$ cat config.mk
export PLATFORM = sky130hd
export DESIGN_NAME = qsl_cell
export DESIGN_NICKNAME = d
export VERILOG_FILES = /design/src/hw/rtl/qsl_pkg.sv /design/src/hw/rtl/qsl_cell.sv
export SDC_FILE = /design/constraint.sdc
export NUM_CORES = 1
export LEC_CHECK = 0
export ABC_CLOCK_PERIOD_IN_PS = 3400
export BUFFER_PORTS_ARGS = -buffer_cell sky130_fd_sc_hd__buf_2
export CAP_MARGIN = 20
export CELL_PAD_IN_SITES_DETAIL_PLACEMENT = 1
export CELL_PAD_IN_SITES_GLOBAL_PLACEMENT = 1
export CORE_MARGIN = 2
export CORE_UTILIZATION = 32
export CTS_CLUSTER_DIAMETER = 200
export DETAILED_ROUTE_END_ITERATION = 8
export PLACE_DENSITY_LB_ADDON = 0.05
export RECOVER_POWER = 100
export SYNTH_ARGS = -nofsm -noshare
export SYNTH_HDL_FRONTEND = slang
export SYNTH_SLANG_ARGS = --single-unit
$ cat constraint.sdc
create_clock -name clk -period 3.4 [get_ports clk]
set_input_delay 0.34 -clock clk [delete_from_list [all_inputs] [get_ports clk]]
set_output_delay 0.34 -clock clk [all_outputs]
set_load 0.1 [all_outputs]
$ cat src/hw/rtl/qsl_pkg.sv
package qsl_pkg;

  localparam int MAX_ITEMS_DEF   = 64;
  localparam int VALUE_WIDTH_DEF = 32;

  // per-cycle command shared by every cell of the chain
  typedef struct packed {
    logic insert;  // place new value; entries after it move one cell right
    logic shift;   // move every entry one cell left toward the output
  } cell_ctrl_t;

endpackage

$ cat src/hw/rtl/qsl_cell.sv
module qsl_cell #(
  parameter int VALUE_WIDTH = qsl_pkg::VALUE_WIDTH_DEF
) (
  input  logic                          clk,
  input  logic                          rst_n,
  input  qsl_pkg::cell_ctrl_t           ctrl,
  input  logic                          descending,
  input  logic signed [VALUE_WIDTH-1:0] new_value,
  input  logic                          left_take,
  input  logic signed [VALUE_WIDTH-1:0] left_value,
  input  logic                          left_valid,
  input  logic signed [VALUE_WIDTH-1:0] right_value,
  input  logic                          right_valid,
  output logic                          take,
  output logic signed [VALUE_WIDTH-1:0] value,
  output logic                          valid
);

  logic signed [VALUE_WIDTH-1:0] value_r, value_nxt;
  logic                          valid_r, valid_nxt;
  logic                          ahead;

  // new value goes ahead of this entry; equal values stay behind
  assign ahead = descending ? (new_value > value_r) : (new_value < value_r);
  assign take  = !valid_r || ahead;

  always_comb begin
    value_nxt = value_r;
    valid_nxt = valid_r;
    if (ctrl.shift) begin
      value_nxt = right_value;
      valid_nxt = right_valid;
    end else if (ctrl.insert && take) begin
      if (left_take) begin
        value_nxt = left_value;
        valid_nxt = left_valid;
      end else begin
        value_nxt = new_value;
        valid_nxt = 1'b1;
      end
    end
  end

  always_ff @(posedge clk) begin
    if (!rst_n) begin
      valid_r <= 1'b0;
    end else begin
      valid_r <= valid_nxt;
    end
  end

  always_ff @(posedge clk) begin
    value_r <= value_nxt;
  end

  assign value = value_r;
  assign valid = valid_r;

endmodule

# Word level (Yosys, flattened, before mapping)
# Cells that the tools add are included.
[totals] inputBits=104 out_inout_bits=34 wordCells=15 ff_bits=33
[classes] order_cmp=2 reduce_logical=4 n_mux=7
[ops] operator="32-bit two-way mux" count=3
[ops] operator="32-bit > comparator" count=1
[ops] operator="32-bit < comparator" count=1
[ops] operator="1-bit two-way mux" count=4
[ops] operator="2-bit nonzero test" count=1
[ops] operator="1-bit logical AND" count=1
[ops] operator="1-bit logical NOT" count=1
[ops] operator="1-bit logical OR" count=1

# Longest topological paths before layout
# Gate-level depths: netlist of the first run.
[depth] word_depth=6 mapped_depth=9

# Least setup slack after synthesis of the first run
# OpenSTA, ideal clock, no wires.
[synth_path] path_type="flip-flop to flip-flop" start="register value_r[14], in the netlist value[14]" end="register value_r[0], in the netlist value[0] (enable)" required_ns=3.012 path_buffers=0 path_slack_ns=-0.596 stages_incl_launch_ff=10 arrival_ns=3.608 setup_time_ns=0.388 synth_period_minus_slack_ns=3.996 cell_sequence="edfxtp_1 inv_1 ha_1 a21oi_2 nand2_1 a221o_1 o311a_1 o31ai_2 mux2_4 a21o_1"
[synth_between] elab_chain_len=5 elab_cells_between_ends=6 cone_classes="order compare (2); mux (1); reduce/logical (3)"
[synth_rtl] item="start: declaration" line_no="qsl_cell.sv:19" source="logic signed [VALUE_WIDTH-1:0] value_r, value_nxt;"
[synth_rtl] item="start signal: assignment" line_no="qsl_cell.sv:53" source="value_r <= value_nxt;"
[synth_rtl] item="32-bit < comparator / 32-bit > comparator (equally long branches)" line_no="qsl_cell.sv:24" source="assign ahead = descending ? (new_value > value_r) : (new_value < value_r);"
[synth_rtl] item="1-bit two-way mux (*)" line_no="qsl_cell.sv:24"
[synth_rtl] item="1-bit logical OR (*)" line_no="qsl_cell.sv:25" source="assign take = !valid_r || ahead;"
[synth_rtl] item="named net take" line_no="qsl_cell.sv:14" source="output logic take,"
[synth_rtl] item="1-bit logical AND (*)" line_no="qsl_cell.sv:33" source="end else if (ctrl.insert && take) begin"
[synth_rtl] item="2-bit nonzero test (no line) (*)"
# The timed path passes the listed nets; every way through them passes the cells marked *.
# A chain may end at the register's enable or synchronous reset.

# Worst setup path in the final report of the first run
[layout_path] start="register value_r[14], in the netlist value[14]" end="output port take"
[layout_between] elab_chain_len=3 elab_cells_between_ends=4 cone_classes="order compare (2); mux (1); reduce/logical (1)"
[layout_rtl] item="32-bit < comparator / 32-bit > comparator (equally long branches)" line_no="qsl_cell.sv:24"
[layout_rtl] item="1-bit two-way mux (*)" line_no="qsl_cell.sv:24"
[layout_rtl] item="1-bit logical OR (*)" line_no="qsl_cell.sv:25"
[layout_rtl] item="end: declaration" line_no="qsl_cell.sv:14"
# Mark *: on every way between the ends. The rest lies on a longest branch, timed or not.

==> results of run 1 <==
[logic make-up (layout without fill, tap and decap cells)]
group | Yosys count | after routing
AO/OA/AOI/OAI | 61 | 61
AND/OR/NAND/NOR | 61 | 61
buffers and inverters | 45 | 179
multiplexers | 33 | 33
flip-flops | 33 | 33
adder cells (fa/ha/maj) | 32 | 32
[routing by layer]
layer  global-route usage  up-vias  share of wire
met5                    0        -              0
li1                     -     1215              -
met2                0.276       83           0.47
met1                0.203     1066           0.44
met3               0.0419        7          0.071
met4               0.0453        0          0.014
[layout by cell type (no fill, tap or decap), drive strengths merged, types with 2 or more instances in the layout]
master  Yosys  layout
inv        34      34
a21oi      11      11
ha         32      32
buf         0     104
edfxtp     32      32
a21o        3       3
nor4        2       2
nand3       4       4
mux2i      32      32
nand2      43      43
o21ai      36      36
clkbuf     11      40
nor2        3       3
nand4       5       5
[worst max-delay path, stage by stage (launching register included)]
cell and delay (ns):
edfxtp_1 0.42, inv_2 0.09, ha_4 0.21, a21oi_2 0.11, nand2_1 0.06, a221o_1 0.34, o311a_1 0.29, o31ai_1 0.31
mux2_4 0.23, buf_2 0.44
[layout make-up]
| class | count | area (um^2) | share of cell area |
|---|---|---|---|
| clock inverter | 1 | 3.75 | 0.00111 |
| clock buffer | 6 | 72.6 | 0.0214 |
| timing repair buffer | 138 | 651 | 0.192 |
| sequential | 33 | 981 | 0.290 |
| tap | 102 | 128 | 0.0377 |
| inverter | 34 | 128 | 0.0377 |
| multi-input combinational | 187 | 1420 | 0.420 |
[stage by stage]
| stage | util | hold WS (ns) | cells | TNS (ns) |
|---|---|---|---|---|
| after floorplan | - | 0.504 | 265 | -2.05 |
| after global placement | 0.435 | 0.620 | 494 | 0 |
| after detailed placement | 0.435 | 0.620 | 494 | 0 |
| after CTS | 0.444 | 0.320 | 501 | 0 |
| after global routing | 0.438 | 0.317 | 501 | 0 |
| final | 0.438 | 0.329 | 501 | 0 |
[final timing paths]
path                                          start                  end  cells past startpoint
worst max-delay path            value[14]$_DFFE_PP_                 take                      9
worst min-delay path                          rst_n   valid$_SDFFE_PN0P_                      3
worst max register to register  value[14]$_DFFE_PP_  value[10]$_DFFE_PP_                      9
worst min register to register   valid$_SDFFE_PN0P_   valid$_SDFFE_PN0P_                      3
[state kept, by name, summed over array words and instances (netlist names)]
register	flops
value	32
valid	1
[where the power goes]
part / switching [mW] / internal [mW]
clock: 0.144 / 0.138
sequential: 0.0215 / 0.501
combinational: 0.492 / 0.161
total: 0.658 / 0.799
==> flow_metrics.py, run 1 <==
metrics = {
    "run_status": {
        "outcome": "complete, but fails checks",
        "violations": "max-capacitance violations, max-slew violations",
    },
    "sta": {
        "drv_slew": 34,
        "timing.final.hold_violations": 0,
        "setup_viol": 0,
        "finalCritPeriodShare": 0.920,
        "max_freq_mhz": 320,
        "clock_skew_ns": 0.00500,
        "layout_min_cycle_time_ns": 3.13,
        "rsz0062_at_grt": "false",
        "relSlewSlack": -0.625,
        "fin_ws_ns": 0.273,
        "worstMarginPinSlew_ns": 2.44,
    },
    "synth": {
        "synth_common_cells": "43 x nand2_1, 34 x inv_1, 33 x o21ai_0",
        "yosys_warnings": 0,
        "synthTopCellsByArea": "edfxtp_1 38%, ha_1 16%, mux2i_1 13%, o21ai_0 6.5%, nand2_1 6.3%",
        "yosysTopAreaCell": "edfxtp_1",
        "synth-seq-cells": 33,
        "synth-compound-area-share": 0.145,
        "synth_top_family_by_area": "adder cells",
        "ys.flop_type": "edfxtp_1",
        "synth_most_common_cell": "nand2_1",
        "synth_area_um2": 2550,
        "synth_cell_types": 34,
        "avgSynthCellArea_um2": 9.64,
        "yosys.area_share.simple": 0.109,
        "netlist.area_leader.share": 0.376,
        "synth_mux_area_frac": 0.131,
        "seq_area_frac_synth": 0.384,
        "postSynth.asyncResetShare": 0,
        "synthesis.instances": 265,
        "synth_edf_count": 32,
        "syn-num-nets": 401,
        "synth_xor_area_frac": 0,
        "synth_fa_ha_area_frac": 0.157,
    },
    "cells_and_area": {
        "antennaDiodeCount": 0,
        "n_fill_cell": 965,
        "fin_area_um2": 3380,
        "syn_to_final_growth_pct": 32.5,
        "final_layout_size_suffix_gt1_frac": 0.306,
        "nNetsFinal": 535,
    },
    "clock_tree": {
        "hold_buffers": 0,
        "clk_pin_slew_ns": 0.07,
        "cts_inserted_buffers": 5,
        "cts-resized-gates": 0,
        "cts_tree": "built",
        "clk_latency_ns": 0.28,
        "post_cts_buffers": 0,
        "cts-root-buf": "clkbuf_8",
        "numClockSinks": 33,
        "cts_buffer_depth": 2,
        "htreeDepth": 2,
    },
    "detailed_routing": {
        "routedWlPerCell_um": 14.0,
        "drtIter0Drc": 41,
        "ant_nets": 0,
        "drtPass1Iterations": 4,
        "drc": 0,
        "viasPerCell": 4.73,
        "finalWirelength_um": 7000,
        "vias": 2371,
    },
    "job": {
        "timing.max_cap.violations": 1,
    },
    "critical_path": {
        "endpoint_kind": "output port",
        "critical_path_class": "reg -> out",
        "worstPathMaxFanout": 3,
        "worstSetupStartpointType": "flip-flop",
        "reg2reg_slack_ns": 0.56,
        "crit_arrival_ns": 2.79,
        "required_ns": 3.06,
    },
    "placement": {
        "gp_congestion": 0.785,
        "post_dp_cell_area_um2": 3360,
        "dp_hpwl_um": 5650,
        "port_buffers": 137,
        "pre_cts_ws_ns": 0.503,
    },
    "die": {
        "die_h_um": 93.3,
        "die_area_um2": 8710,
        "core.rowCount": 32,
        "start_util": 0.330,
        "fp.dieW_um": 93.3,
        "design.core.area_um2": 7730,
        "io_pins": 138,
    },
    "grt": {
        "grt.overflow.total": 0,
        "grt_pass1_vias": 2349,
        "antenna_found_initial": 0,
        "grt_max_degree": 40,
        "grt_usage": 0.162,
        "grt_pass1_wl_um": 11100,
    },
    "power": {
        "ir_drop_v": 0.000154,
        "leakagePower_nw": 1.67,
        "power.density_nw_per_um2": 431,
        "finalPower_mw": 1.46,
    },
    "hold_path": {
        "hp-class": "in -> reg",
    },
}
No activity file was read; power rests on OpenSTA's default activity.
==> run 2, diff against run 1 <==
--- a/config.mk
+++ b/config.mk
@@ -10,7 +10,6 @@
 export CAP_MARGIN = 20
 export CELL_PAD_IN_SITES_DETAIL_PLACEMENT = 1
 export CELL_PAD_IN_SITES_GLOBAL_PLACEMENT = 1
-export CORE_MARGIN = 2
 export CORE_UTILIZATION = 32
 export CTS_CLUSTER_DIAMETER = 200
 export DETAILED_ROUTE_END_ITERATION = 8
==> run 2 against run 1 <==
Net effect:
- the run still ends with max-capacitance violations, max-slew violations left
- final area is 0.19% higher
- cell count is 0.20% higher
- sequential cell count stayed put
- first-iteration DRC count is 37% lower
- non-clock buffer count stayed put
- worst setup slack worse by 0.015 ns
- count of clock-buffer cells in the layout stayed put
- critical endpoint unchanged
- largest cell class unchanged
==> flow_metrics.py, run 2 (same netlist as run 1, synthesis figures left out) <==
metrics = {
    "clock_tree": {
        "htreeDepth": 2,
        "cts_tree": "built",
        "clk_pin_slew_ns": 0.07,
        "post_cts_buffers": 0,
        "clk_latency_ns": 0.28,
        "numClockSinks": 33,
        "cts_buffer_depth": 2,
        "cts-root-buf": "clkbuf_8",
        "cts-resized-gates": 0,
        "cts_inserted_buffers": 5,
        "hold_buffers": 0,
    },
    "grt": {
        "antenna_found_initial": 0,
        "grt_pass1_wl_um": 11500,
        "grt.overflow.total": 0,
        "grt_pass1_vias": 2455,
        "grt_usage": 0.175,
        "grt_max_degree": 38,
    },
    "die": {
        "die_h_um": 91.3,
        "core.rowCount": 32,
        "die_area_um2": 8340,
        "io_pins": 138,
        "start_util": 0.330,
        "fp.dieW_um": 91.3,
        "design.core.area_um2": 7730,
    },
    "detailed_routing": {
        "ant_nets": 0,
        "finalWirelength_um": 6950,
        "drtIter0Drc": 26,
        "vias": 2382,
        "drc": 0,
        "routedWlPerCell_um": 13.8,
        "viasPerCell": 4.75,
        "drtPass1Iterations": 4,
    },
    "sta": {
        "clock_skew_ns": 0.00348,
        "max_freq_mhz": 318,
        "rsz0062_at_grt": "false",
        "finalCritPeriodShare": 0.924,
        "worstMarginPinSlew_ns": 2.48,
        "timing.final.hold_violations": 0,
        "fin_ws_ns": 0.259,
        "relSlewSlack": -0.651,
        "drv_slew": 34,
        "layout_min_cycle_time_ns": 3.14,
        "setup_viol": 0,
        "worst_hold_slack_ns": 0.331,
    },
    "placement": {
        "dp_hpwl_um": 5570,
        "gp_congestion": 0.753,
        "pre_cts_ws_ns": 0.486,
        "port_buffers": 137,
    },
    "cells_and_area": {
        "layout_commonest_cell": "buf_2",
        "antennaDiodeCount": 0,
        "nNetsFinal": 535,
        "syn_to_final_growth_pct": 32.7,
        "regArea_um2": 981,
        "largest_register_ff_count": 32,
        "multi_input_area_um2": 1420,
        "final_layout_size_suffix_gt1_frac": 0.310,
        "final_cell_mix": "103 x buf_2, 43 x nand2_1, 35 x clkbuf_1, 33 x o21ai_0",
        "n_fill_cell": 976,
    },
    "critical_path": {
        "endpoint_kind": "output port",
        "worstSetupStartpointType": "flip-flop",
        "cp_cell_sequence": "inv_2 > ha_4 > a21oi_2 > nand2_1 > a221o_1 > o311a_1 > o31ai_1 > mux2_4 > buf_2",
        "crit_end": "take",
        "slowest_stage": "buf_2",
        "slowest_delay_ns": 0.43,
        "critical_path_class": "reg -> out",
        "reg2reg_slack_ns": 0.53,
        "required_ns": 3.06,
        "crit_arrival_ns": 2.80,
        "reg2regPathDepth": 9,
        "crit_path_start": "value[14]$_DFFE_PP_",
        "worstPathMaxFanout": 3,
        "regToRegEndpoint": "value[4]$_DFFE_PP_",
        "reg2reg_from": "value[14]$_DFFE_PP_",
    },
    "power": {
        "power.density_nw_per_um2": 434,
        "leakagePower_nw": 1.68,
        "ir_drop_v": 0.000160,
    },
    "hold_path": {
        "hp-class": "in -> reg",
        "min_from": "right_value[1]",
        "holdPathStages": 3,
    },
    "run_status": {
        "violations": "max-capacitance violations, max-slew violations",
        "outcome": "complete, but fails checks",
    },
    "job": {
        "timing.max_cap.violations": 1,
    },
}
==> run 2: changes by cell type in the layout (fill, tap and decap cells not counted) <==
| cell | delta |
|---|---|
| clkinv_2 | +2 |
| clkinv_1 | -1 |
==> run 2: per-stage QoR <==
stage               power, mW  instances  setup TNS [ns]  utilization  area [um^2]
floorplan                1.04        265           -2.05            -         2600
global placement         1.19        494               0        0.435         3360
detailed placement       1.20        494               0        0.435         3360
CTS                      1.50        502               0        0.445         3440
global route             1.55        502               0        0.439         3390
finish                   1.47        502               0        0.439         3390
==> run 2: worst min path at each step <==
stage                               endpoint  slack [ns]
final                     value[1]$_DFFE_PP_        0.33
after global routing      valid$_SDFFE_PN0P_        0.32
after detailed placement  valid$_SDFFE_PN0P_        0.63
after global placement    valid$_SDFFE_PN0P_        0.62
after CTS                 valid$_SDFFE_PN0P_        0.32
after floorplan           valid$_SDFFE_PN0P_        0.50
==> run 2: area by class of cell <==
class | instances | area share
timing repair buffer | 138 | 0.192
clock buffer | 6 | 0.0214
inverter | 34 | 0.0377
clock inverter | 2 | 0.00295
tap | 102 | 0.0377
sequential | 33 | 0.289
multi-input combinational | 187 | 0.419
==> run 2: worst max-delay path: cells and delay by family, from the launching register on <==
kind | cells | cell delay [ns]
simple gates | 1 | 0.06
buf+inv | 2 | 0.52
compound gates | 4 | 1.07
fa+ha+maj | 1 | 0.21
mux | 1 | 0.24
flops | 1 | 0.41
==> run 2: report_power, final <==
| part | leakage, nW | internal [mW] | switching (mW) | total (mW) |
|---|---|---|---|---|
| Sequential | 0.338 | 0.500 | 0.0217 | 0.522 |
| Clock | 0.0450 | 0.142 | 0.152 | 0.294 |
| Combinational | 1.29 | 0.161 | 0.494 | 0.654 |
==> run 2: metal layers <==
| layer | vias to the layer above | routed length, um | GRT usage |
|---|---|---|---|
| met5 | - | 0 | 0 |
| met2 | 84 | 3300 | 0.301 |
| met1 | 1082 | 3160 | 0.217 |
| met3 | 5 | 418 | 0.0444 |
| li1 | 1211 | - | - |
| met4 | 0 | 67 | 0.0463 |
